File: src/hdl/ra_pkg.sv
// ra_pkg: beat types, codes and control structs for the rational accumulator
// used by ra_ctrl, ra_dp and rational_accumulator; no dependencies
package ra_pkg;

    localparam int VALUE_WIDTH_DEF = 32;

    localparam logic [1:0] CMD_ADD = 2'd0;
    localparam logic [1:0] CMD_SUB = 2'd1;
    localparam logic [1:0] CMD_MUL = 2'd2;
    localparam logic [1:0] CMD_DIV = 2'd3;

    localparam logic [1:0] ST_OK   = 2'd0;
    localparam logic [1:0] ST_DIVZ = 2'd1;
    localparam logic [1:0] ST_OVF  = 2'd2;

    typedef struct packed {
        logic [1:0]         cmd;
        logic signed [31:0] operand_num;
        logic signed [31:0] operand_den;
    } t_in_beat;

    typedef struct packed {
        logic signed [31:0] result_num;
        logic [30:0]        result_den;
        logic [1:0]         status;
    } t_out_beat;

    typedef enum logic [3:0] {
        S_IDLE, S_PREP, S_MUL_A, S_MUL_B, S_MUL_D, S_SUM, S_GCD, S_DIV, S_FIN
    } t_state;

    typedef enum logic [1:0] {PR_FIRST, PR_SECOND, PR_DEN} t_prod;

    typedef enum logic [1:0] {FIN_ERR, FIN_ZERO, FIN_CALC} t_fin;

    typedef struct packed {
        logic  capture;
        logic  mul;
        t_prod prod;
        logic  load;
        logic  gcd_step;
        logic  div_init;
        logic  div_step;
        logic  finish;
        t_fin  fin;
    } t_ctl;

    typedef struct packed {
        logic err;
        logic num_zero;
        logic gcd_eq;
        logic div_last;
    } t_sts;

endpackage

File: src/hdl/ra_ctrl.sv
// ra_ctrl: sequencing state machine for the rational accumulator
// depends on ra_pkg
module ra_ctrl (
    input  logic          i_clk,
    input  logic          i_rst_n,
    input  logic          i_in_valid,
    input  logic          i_out_free,
    input  ra_pkg::t_sts  i_sts,
    output ra_pkg::t_ctl  o_ctl,
    output logic          o_in_stall
);
    import ra_pkg::*;

    t_state r_state, n_state;
    t_fin   r_fin, n_fin;

    always_ff @(posedge i_clk) begin
        if (!i_rst_n) begin
            r_state <= S_IDLE;
            r_fin   <= FIN_ERR;
        end else begin
            r_state <= n_state;
            r_fin   <= n_fin;
        end
    end

    always_comb begin
        n_state = r_state;
        n_fin   = r_fin;
        case (r_state)
            S_IDLE: begin
                if (i_in_valid) n_state = S_PREP;
            end
            S_PREP: begin
                if (i_sts.err) begin
                    n_fin   = FIN_ERR;
                    n_state = S_FIN;
                end else begin
                    n_state = S_MUL_A;
                end
            end
            S_MUL_A: n_state = S_MUL_B;
            S_MUL_B: n_state = S_MUL_D;
            S_MUL_D: n_state = S_SUM;
            S_SUM: begin
                if (i_sts.num_zero) begin
                    n_fin   = FIN_ZERO;
                    n_state = S_FIN;
                end else begin
                    n_fin   = FIN_CALC;
                    n_state = S_GCD;
                end
            end
            S_GCD: begin
                if (i_sts.gcd_eq) n_state = S_DIV;
            end
            S_DIV: begin
                if (i_sts.div_last) n_state = S_FIN;
            end
            S_FIN: begin
                if (i_out_free) n_state = S_IDLE;
            end
            default: n_state = S_IDLE;
        endcase
    end

    always_comb begin
        o_ctl          = '0;
        o_ctl.prod     = PR_FIRST;
        o_ctl.fin      = r_fin;
        o_in_stall     = (r_state != S_IDLE);
        case (r_state)
            S_IDLE:  o_ctl.capture = i_in_valid;
            S_MUL_A: begin
                o_ctl.mul  = 1'b1;
                o_ctl.prod = PR_FIRST;
            end
            S_MUL_B: begin
                o_ctl.mul  = 1'b1;
                o_ctl.prod = PR_SECOND;
            end
            S_MUL_D: begin
                o_ctl.mul  = 1'b1;
                o_ctl.prod = PR_DEN;
            end
            S_SUM:   o_ctl.load = 1'b1;
            S_GCD: begin
                o_ctl.gcd_step = !i_sts.gcd_eq;
                o_ctl.div_init = i_sts.gcd_eq;
            end
            S_DIV:   o_ctl.div_step = 1'b1;
            S_FIN:   o_ctl.finish = i_out_free;
            default: o_ctl.capture = 1'b0;
        endcase
    end

endmodule

File: config.mk
export PLATFORM = sky130hd
export DESIGN_NAME = ra_ctrl
export DESIGN_NICKNAME = d
export VERILOG_FILES = /design/src/hdl/ra_pkg.sv /design/src/hdl/ra_ctrl.sv
export SDC_FILE = /design/constraint.sdc
export NUM_CORES = 1
export LEC_CHECK = 0
export CAP_MARGIN = 15
export CORE_AREA = 4 4 41 43
export CTS_CLUSTER_SIZE = 28
export DETAILED_ROUTE_END_ITERATION = 10
export DIE_AREA = 0 0 45 47
export DONT_BUFFER_PORTS = 1
export GPL_ROUTABILITY_DRIVEN = 0
export PLACE_DENSITY = 0.52
export SYNTH_ARGS = -nofsm -noshare
export SYNTH_HDL_FRONTEND = slang
export SYNTH_SLANG_ARGS = --single-unit
File: constraint.sdc
create_clock -name i_clk -period 1.5 [get_ports i_clk]
set_input_delay 0.075 -clock i_clk [delete_from_list [all_inputs] [get_ports i_clk]]
set_output_delay 0.075 -clock i_clk [all_outputs]
set_load 0.01 [all_outputs]
==> qor.csv, run 1 <==
stage,metric,value,unit
run_status,outcome,"complete, no violations",
sta,period_minus_slack,1350,ps
clock_tree,clk-insertion-delay-late,250,ps
flow_run,cap_violations,0,
placement,hpwl,769,µm
synthesis,synth_ff_type,dfxtp_1,
sta,hold_slack,8.86,ps
sta,hold_viol_final,0,
placement,place_worst_setup_slack,191,ps
route,first_pass_iters,4,
layout,post-route-cell-area,517,µm²
clock_tree,htreeDepth,1,
placement,place_area,464,µm²
sta,worst_pin_slew,364,ps
clock_tree,cts.path.max_buffers,2,
route,drtIter0Drc,7,
sta,slew_headroom,75.5,%
route,wl_per_cell,14.8,µm
sta,fin_ws,150,ps
setup_path,crit_path_end_kind,primary output,
route,dr_total_vias,423,
layout,diodes,0,
sta,period_share,90.0,%
synthesis,yosysWarnings,0,
grt,grt_pass1_vias,384,
route,routed_wl,1.09,mm
clock_tree,path_clk_slew,40,ps
pwr,swShare,29.6,%
setup_path,path_buf_inv,0,
pwr,power.switching,0.129,mW
synthesis,syn_area,473,µm²
setup_path,slowest_stage,dfxtp_1,
layout,finalNonFillerCells,74,
pwr,internal_power,0.306,mW
grt,grt_max_degree,18,
grt,grt_pass1_wl,1.82,mm
sta,slew_viol_final,0,
grt,grtUsageTotal,12.8,%
sta,setup_violations,0,
floorplanning,rows,13,
synthesis,synth_xor_area_share,0,%
synthesis,async_flop_share,0,%
pwr,power_frac_clock,34.6,%
synthesis,synth-simple-area-share,42.3,%
sta,worst_clock_skew,2.60,ps
floorplanning,fp.dieArea,0.00212,mm²
pwr,total_power,0.434,mW
pwr,power_density,841,mW/mm²
clock_tree,cts-root-buf,clkbuf_4,
setup_path,slowest_delay,360,ps
layout,mostFrequentLayoutCells,"5 x nor2_1, 4 x nand2b_1, 4 x nand2_1, 4 x dfxtp_1",
layout,final_util,39.7,%
clock_tree,cts_sinks,6,
synthesis,ys_types,34,
setup_path,cpLargestDelayFamily,simple AND/OR/NAND/NOR gates,
layout,drive_gt1_share,16.9,%
synthesis,synth_mux_area_share,4.50,%
route,drc,0,
clock_tree,cts_tree,yes,
placement,place_inst,69,
clock_tree,postCtsSetupBuffers,0,
floorplanning,io_pins,20,
synthesis,yosys.area_share.adder,0,%
worst_hold_path,hp-class,in2reg,
synthesis,synth-edff-count,0,
setup_path,crit_arrival,1270,ps
pwr,pwr-share-comb,22.9,%
clock_tree,cts_inserted_buffers,3,
synthesis,yosysSeqAreaShare,25.4,%
synthesis,ys_seq_elements,6,
pwr,p_leak,0.199,nW
sta,clock.fmax,0.741,GHz
pwr,power_frac_seq,42.4,%
layout,final_common_cell,nor2_1,
synthesis,syn_inst,58,
setup_path,required,1420,ps
setup_path,crit_fanout,7,
floorplanning,core_region_area,0.00130,mm²
setup_path,crit_chain,nand2b_1 -> mux2_2 -> nor2_1,
synthesis,synthesis.nets,66,
floorplanning,fp.dieH,47,µm
placement,io_buffers,0,
sta,grt_setup_unrepaired,false,
synthesis,synth-compound-area-share,18.8,%
synthesis,avgSynthCellArea,8.15,µm²
floorplanning,dieWidth,45,µm
synthesis,synth_top_family_by_area,simple AND/OR/NAND/NOR gates,
sta,fin_setup_tns,0,ps
floorplanning,start_util,36.3,%
grt,antenna_found_initial,0,
route,postRouteAntennaNets,0,
pwr,ir_drop,0.390,mV
grt,grt_remaining_overflow,0,
setup_path,start_kind,flop,
layout,syn2layout_area_growth,9.26,%
route,vias_per_cell,5.72,
setup_path,crit_type,reg2out,
layout,final_nets,69,
metal layers:
layer  up-vias  wire (µm)  part of all wire [%]  GRT usage (%)
li1        218          -                     -              -
met1       192        502                    46           15.5
met2         9        465                    43           16.4
met3         4         98                   9.0           8.05
met4         0         28                   2.6           8.77
met5         -          0                     0              0
power groups by stage:
stage               clock, mW  combinational (mW)  sequential, mW
floorplan                   0              0.0995           0.175
global placement            0              0.0954           0.188
detailed placement          0              0.0928           0.188
CTS                     0.157               0.100           0.185
global route            0.168               0.113           0.187
finish                  0.150              0.0996           0.184
Yosys cell counts, types with 2 or more instances:
library cell / instances / area (µm²)
dfxtp_1: 6 / 120
nor2_1: 5 / 18.8
nand2_1: 4 / 15.0
nand2b_1: 4 / 25.0
buf_4: 3 / 22.5
o21ai_1: 3 / 15.0
a21boi_1: 2 / 15.0
and3_1: 2 / 12.5
and4b_1: 2 / 20.0
nor3b_1: 2 / 15.0
nor4_1: 2 / 12.5
state kept, by name, summed over array words and instances, names as in the netlist:
name     cells
r_state      4
r_fin        2
worst paths after layout:
check | startpoint | endpoint | depth (start not counted) | slack, ps
min | i_sts[2] | r_fin[1] | 2 | 9
max reg2reg | r_state[1] | r_state[1] | 3 | 280
max | r_state[0] | o_ctl[9] | 3 | 150
min reg2reg | r_fin[1] | r_fin[1] | 2 | 530
repair_timing:
item                                   4_1_cts  5_1_grt
endpoints found under the hold margin        6        0
setup endpoints to repair                    2        5
gates resized for setup                      2        2
cloned                                       0        0
hold buffers                                 2        0
worst reg2reg max path: stages, from the launching register on:
cell and delay [ps]:
dfxtp_2 370, and2b_1 250, and3_4 210, o31a_1 280
cell type report:
type                    count  area, µm²
flip-flops and latches      6        125
fillers                   140        785
repair buffers              4       35.0
multi-input cells          46        315
clock buffers               3       22.5
well taps                  15       18.8
cells by family (layout without fill, tap and decap cells):
kind of cell           after synthesis  in the layout
buffers and inverters                6              7
and+or+nand+nor                     31             31
AOI/OAI and AO/OA                   13             13
DFF                                  6              6
muxes                                2              2
Power figures use the tool's default switching activity.
==> run 2: changes to the inputs <==
SETUP_SLACK_MARGIN = 0.3   (was not set)
==> run 2 against run 1 <==
Non-clock buffer count increased by 8; power is 12% higher; cell area increased by 24%; maximum frequency increased by 9.3%; clock skew fell by 0.70 ps; cell count grew 11%; critical path type unchanged.
==> qor.csv, run 2 (synthesis results as in run 1) <==
stage,metric,value,unit,change
layout,final_util,49.3,%,+9.6 points
setup_path,crit_chain,nand2b_4 -> mux2_4 -> nor2_4,,
setup_path,cpLargestDelayFamily,flip-flops,,
floorplanning,io_pins,20,,unchanged
grt,grtUsageMet1,15.3,%,-0.26 points
clock_tree,path_clk_slew,50,ps,about the same
layout,largest-register,r_state,,
clock_tree,htreeDepth,1,,unchanged
setup_path,crit_fanout,5,,-2
layout,top_regs,"r_state: 4 flops, r_fin: 2 flops",,
layout,diodes,0,,unchanged
pwr,p_leak,0.266,nW,+33%
setup_path,ff2ff_path_depth,4,,+1
sta,hold_slack,12.5,ps,+3.68 ps
grt,grtUsageMet2,21.2,%,+4.8 points
pwr,power_density,758,mW/mm²,-9.8%
layout,mostFrequentLayoutCells,"9 x buf_4, 4 x nand2_1",,
placement,hpwl,769,µm,unchanged
sta,grt_setup_unrepaired,true,,
worst_hold_path,hp-class,in2reg,,
sta,period_minus_slack,1240,ps,-114 ps
layout,final_common_cell,buf_4,,
sta,worst_clock_skew,1.91,ps,-0.696 ps
floorplanning,dieWidth,45,µm,unchanged
floorplanning,start_util,36.3,%,unchanged
layout,nFillCells,120,,-14%
grt,grt_remaining_overflow,0,,unchanged
pwr,ir_drop,0.357,mV,-8.5%
setup_path,crit_type,reg2out,,
setup_path,path_buf_inv,0,,unchanged
layout,multiInputGateArea,370,µm²,+17%
sta,setup_violations,0,,unchanged
worst_hold_path,hp-start,i_sts[2],,
route,drc,0,,unchanged
clock_tree,cts_sinks,6,,unchanged
layout,drive_gt1_share,41.8,%,+25 points
route,vias_per_cell,5.61,,-1.9%
clock_tree,cts-root-buf,clkbuf_4,,
clock_tree,cts_tree,yes,,
layout,final_nets,77,,+12%
route,routed_wl,1.27,mm,+16%
grt,grt_use_met3,8.05,%,unchanged
route,first_pass_iters,4,,unchanged
route,dr_total_vias,460,,+8.7%
setup_path,r2r-end,r_state[1],,
setup_path,crit_arrival,1160,ps,-110 ps
layout,largest_reg_flops,4,,unchanged
grt,antenna_found_initial,0,,unchanged
grt,grt_pass1_vias,436,,+14%
clock_tree,cts_inserted_buffers,3,,unchanged
floorplanning,core_region_area,0.00130,mm²,unchanged
clock_tree,cts.path.max_buffers,2,,unchanged
grt,grtUsageTotal,14.1,%,+1.3 points
setup_path,slowest_stage,dfxtp_4,,
grt,grt_pass1_wl,1.99,mm,+9.5%
setup_path,start_kind,flop,,
setup_path,required,1420,ps,about the same
worst_hold_path,min_delay_path_depth,2,,unchanged
placement,io_buffers,0,,unchanged
grt,grt_max_degree,12,,-6
route,wl_per_cell,15.5,µm,+4.9%
setup_path,slowest_delay,350,ps,about the same
sta,hold_viol_final,0,,unchanged
worst_hold_path,hold-path-endpoint,r_fin[1],,
sta,fin_setup_tns,0,ps,unchanged
route,drtIter0Drc,6,,-1
setup_path,crit_path_end_kind,primary output,,
floorplanning,fp.dieArea,0.00212,mm²,unchanged
clock_tree,clk-insertion-delay-late,250,ps,about the same
run_status,outcome,"complete, no violations",,
floorplanning,rows,13,,unchanged
route,postRouteAntennaNets,0,,unchanged
sta,period_share,82.4,%,-7.6 points
flow_run,cap_violations,0,,unchanged
layout,syn2layout_area_growth,35.7,%,
floorplanning,fp.dieH,47,µm,unchanged
grt,busiest_layer,met2,,
sta,worst_pin_slew,370,ps,+6.27 ps
setup_path,r2r_start,r_state[0],,
sta,slew_viol_final,0,,unchanged
sta,slew_headroom,75.1,%,-0.42 points
setup_path,rrSetupSlack,290,ps,about the same
sta,clock.fmax,0.809,GHz,+9.3%
layout,register_area,131,µm²,+5.0%
==> run 2: metrics by stage <==
stage	worst slack, ps	power [mW]	cell area [µm²]	cells
floorplan	383	0.275	473	58
CTS	279	0.465	584	79
detailed placement	191	0.281	464	69
global placement	191	0.283	464	69
global route	216	0.523	642	82
finish	265	0.487	642	82
==> run 2: area by class of cell <==
class | instances | area share, %
multi-input combinational | 46 | 57.7
sequential | 6 | 20.5
tap | 15 | 2.92
timing repair buffer | 12 | 15.4
clock buffer | 3 | 3.51
==> run 2: report_power, final <==
| group | internal, mW | switching, mW | total [mW] |
|---|---|---|---|
| sequential | 0.168 | 0.0146 | 0.183 |
| clock | 0.0906 | 0.0605 | 0.151 |
| combinational | 0.0821 | 0.0708 | 0.153 |
| total | 0.341 | 0.146 | 0.487 |
==> run 2: worst max path at each step <==
stage,startpoint,end,slack (ps),cells past startpoint
final,r_state[0],o_ctl[9],260,3
after global routing,r_state[0],o_ctl[9],220,3
after CTS,r_state[0],o_ctl[9],280,3
after detailed placement,r_state[2],o_ctl[9],190,3
after global placement,r_state[2],o_ctl[9],190,3
after floorplan,r_state[0],r_state[1],380,4
==> run 2: worst reg2reg max path, delay by kind of cell (launching register included) <==
family	cells	cell delay, ps
AO/OA/AOI/OAI	1	280
buffers and inverters	1	140
flip-flops	1	350
multiplexers	1	120
AND/OR/NAND/NOR	1	200
==> run 2: timing repair <==
item	CTS	global route
setup endpoints to repair	16	12
pin swaps	3	3
endpoints found under the hold margin	6	0
cloned	0	0
gates resized for setup	13	9
buffers inserted	5	3
hold buffers	2	0
==> run 2: routing by layer <==
| layer | vias up | part of all wire [%] |
|---|---|---|
| li1 | 237 | - |
| met1 | 212 | 44 |
| met2 | 9 | 47 |
| met3 | 2 | 7.8 |
| met4 | 0 | 1.3 |
| met5 | - | 0 |
==> run 3: changes to the inputs <==
ABC_AREA = 1   (was not set)
PLACE_DENSITY = 0.5   (was 0.52)
clock period = 1.1 ns   (was 1.5 ns; I/O delays follow)
==> run 3 against run 2 <==
Sequential power increased by 44%; utilization increased by 17 points; register-to-register slack got worse by 370 ps; power increased by 57%; largest power group is now combinational logic; via count increased by 15%; the flow now finishes with violations (negative setup slack); clock power increased by 43%; die area unchanged; critical endpoint is now o_ctl[4]; critical path type unchanged; cell count increased by 34%; first-iteration DRC count decreased by 67%; largest cell class unchanged; flip-flop and latch count unchanged; count of clock-buffer cells in the layout increased by 1.
==> qor.csv, run 3 <==
stage,metric,value,unit,change
route,vias_per_cell,4.81,,-14%
layout,drive_gt1_share,76.8,%,+35 points
synthesis,syn_area,420,µm²,-11%
setup_path,required,1040,ps,-380 ps
synthesis,yosysSeqAreaShare,28.6,%,+3.2 points
floorplanning,core_region_area,0.00130,mm²,unchanged
pwr,ir_drop,0.621,mV,+74%
clock_tree,path_clk_slew,50,ps,about the same
sta,fin_setup_tns,-764,ps,-764 ps
synthesis,synth-compound-area-share,9.23,%,-9.6 points
clock_tree,clk-insertion-delay-late,240,ps,about the same
synthesis,synth_common_cells,"17 x nand2_1, 11 x inv_1, 10 x nand3_1",,
synthesis,yosysWarnings,0,,unchanged
synthesis,syn_inst,74,,+28%
layout,nFillCells,119,,-0.83%
pwr,p_leak,0.389,nW,+46%
grt,grt_max_degree,7,,-5
clock_tree,cts.path.max_buffers,2,,unchanged
grt,grtUsageTotal,13.8,%,-0.29 points
grt,grt_remaining_overflow,0,,unchanged
route,dr_total_vias,529,,+15%
sta,slew_viol_final,0,,unchanged
floorplanning,fp.dieArea,0.00212,mm²,unchanged
floorplanning,dieWidth,45,µm,unchanged
synthesis,synthTopCellsByArea,"dfxtp_1 29%, nand2_1 15%, nand3_1 12%",,
run_status,violations,negative setup slack,,
layout,syn2layout_area_growth,104,%,
grt,grt_pass1_vias,502,,+15%
synthesis,synthesis.nets,82,,+24%
floorplanning,io_pins,20,,unchanged
setup_path,crit_chain,inv_4 -> nor2_4 -> nand2_2 -> buf_6 -> nor2_4,,
grt,grt_pass1_wl,2.13,mm,+6.9%
synthesis,ys_types,11,,-68%
layout,largest-register,r_state,,
setup_path,path_common_cell,nor2_4,,
synthesis,synth-simple-area-share,46.1,%,+3.8 points
clock_tree,cts_sinks,6,,unchanged
setup_path,slowest_delay,410,ps,+60 ps
synthesis,synthMostInstantiatedCell,nand2_1,,
route,postRouteAntennaNets,0,,unchanged
synthesis,synth_mux_area_share,0,%,-4.5 points
clock_tree,cts_tree,yes,,
setup_path,crit_fanout,5,,unchanged
placement,io_buffers,0,,unchanged
synthesis,yosys.area.top_type_share,28.6,%,+3.2 points
synthesis,yosys.area_share.adder,0,%,unchanged
route,drc,0,,unchanged
sta,hold_viol_final,0,,unchanged
floorplanning,rows,13,,unchanged
synthesis,synth_xor_area_share,0,%,unchanged
worst_hold_path,hp-class,in2reg,,
route,routed_wl,1.28,mm,+0.31%
setup_path,slowest_stage,dfxtp_4,,
layout,top_regs,"r_state: 4 flops, r_fin: 2 flops",,
layout,diodes,0,,unchanged
setup_path,crit_arrival,1150,ps,about the same
sta,fin_ws,-101,ps,-366 ps
synthesis,async_flop_share,0,%,unchanged
sta,worst_pin_slew,286,ps,-84.6 ps
synthesis,avgSynthCellArea,5.68,µm²,-30%
flow_run,cap_violations,0,,unchanged
clock_tree,cts_inserted_buffers,3,,unchanged
layout,multiInputGateArea,438,µm²,+18%
grt,antenna_found_initial,0,,unchanged
synthesis,synth_top_family_by_area,simple AND/OR/NAND/NOR gates,,
synthesis,synth-edff-count,0,,unchanged
route,drtIter0Drc,2,,-4
sta,slew_headroom,80.9,%,+5.8 points
clock_tree,htreeDepth,1,,unchanged
layout,mostFrequentLayoutCells,"11 x nor2_4, 10 x nand2_2, 9 x buf_6",,
sta,setup_violations,13,,+13
floorplanning,fp.dieH,47,µm,unchanged
synthesis,ys_seq_elements,6,,unchanged
layout,final_common_cell,nor2_4,,
sta,clock.fmax,0.832,GHz,
setup_path,start_kind,flop,,
layout,final_nets,104,,+35%
floorplanning,start_util,32.3,%,-4.0 points
sta,period_minus_slack,1200,ps,
pwr,power_density,892,mW/mm²,+18%
synthesis,synth_largest_area_cell,dfxtp_1,,
setup_path,crit_path_end_kind,primary output,,
route,wl_per_cell,11.6,µm,-25%
placement,place_worst_setup_slack,-42.5,ps,-234 ps
run_status,outcome,finished with violations,,
route,first_pass_iters,2,,-2
sta,period_share,109,%,
setup_path,crit_type,reg2out,,
layout,register_area,135,µm²,+2.9%
clock_tree,cts-root-buf,clkbuf_4,,
layout,largest_reg_flops,4,,unchanged
synthesis,synth_ff_type,dfxtp_1,,
placement,hpwl,954,µm,+24%
sta,worst_clock_skew,3.79,ps,+1.88 ps
sta,grt_setup_unrepaired,true,,
run 3: changes by cell type after synthesis, sizes merged, moves of 5 or more:
cell	delta
nor2	+8
buf	-6
a21oi	+5
inv	+18
nand3	+9
nand2	+15
run 3: logic make-up after synthesis:
logic type	after synthesis
AOI/OAI and AO/OA	7
buffers and inverters	18
DFF	6
and+or+nand+nor	43
run 3: final cells by class:
| cell class | instances | area share (%) |
|---|---|---|
| multi-input cells | 50 | 51.1 |
| well taps | 15 | 2.19 |
| inverters | 18 | 8.76 |
| flip-flops and latches | 6 | 15.8 |
| clock buffers | 4 | 3.07 |
| repair buffers | 17 | 19.1 |
run 3: final timing paths:
check	start	endpoint	slack (ps)	cells after the start
hold / removal	i_out_free	r_state[3]	70	3
setup / recovery	r_state[1]	o_ctl[4]	-100	5
hold reg to reg	r_fin[0]	r_fin[0]	520	2
setup reg to reg	r_state[1]	r_state[3]	-80	8
run 3: what timing repair did:
action	in CTS	in global routing
endpoints found under the setup margin	16	16
gates resized for setup	19	22
buffers inserted	5	3
hold endpoints to repair	1	0
pin swaps	7	9
hold buffers	1	0
run 3: critical path, delay by kind of cell, from the launching register on:
family	cells	cell delay [ps]
buffers and inverters	2	180
AND/OR/NAND/NOR	3	320
flip-flops	1	410
run 3: through the flow:
stage / power (mW) / instances / instance area (µm²) / util, % / hold WS [ps]
final: 0.764 / 110 / 857 / 65.9 / 70.7
after global routing: 0.817 / 110 / 857 / 65.9 / 76.3
after CTS: 0.727 / 107 / 749 / 57.6 / 15.1
after detailed placement: 0.452 / 97 / 603 / 46.3 / 227
after global placement: 0.452 / 97 / 603 / 46.3 / 224
after floorplan: 0.420 / 74 / 524 / - / 208
run 3: report_power, final:
part / leakage (nW) / internal [mW] / switching (mW)
Sequential: 0.0516 / 0.229 / 0.0331
Combinational: 0.323 / 0.115 / 0.171
Clock: 0.0150 / 0.137 / 0.0785
Total: 0.389 / 0.482 / 0.282
run 3: layer usage:
metal,global-route usage [%],share of wire [%],up-vias
li1,-,-,275
met1,17.2,44,241
met2,22.3,51,11
met3,1.92,4.8,2
met4,8.77,0.71,0
met5,0,0,-
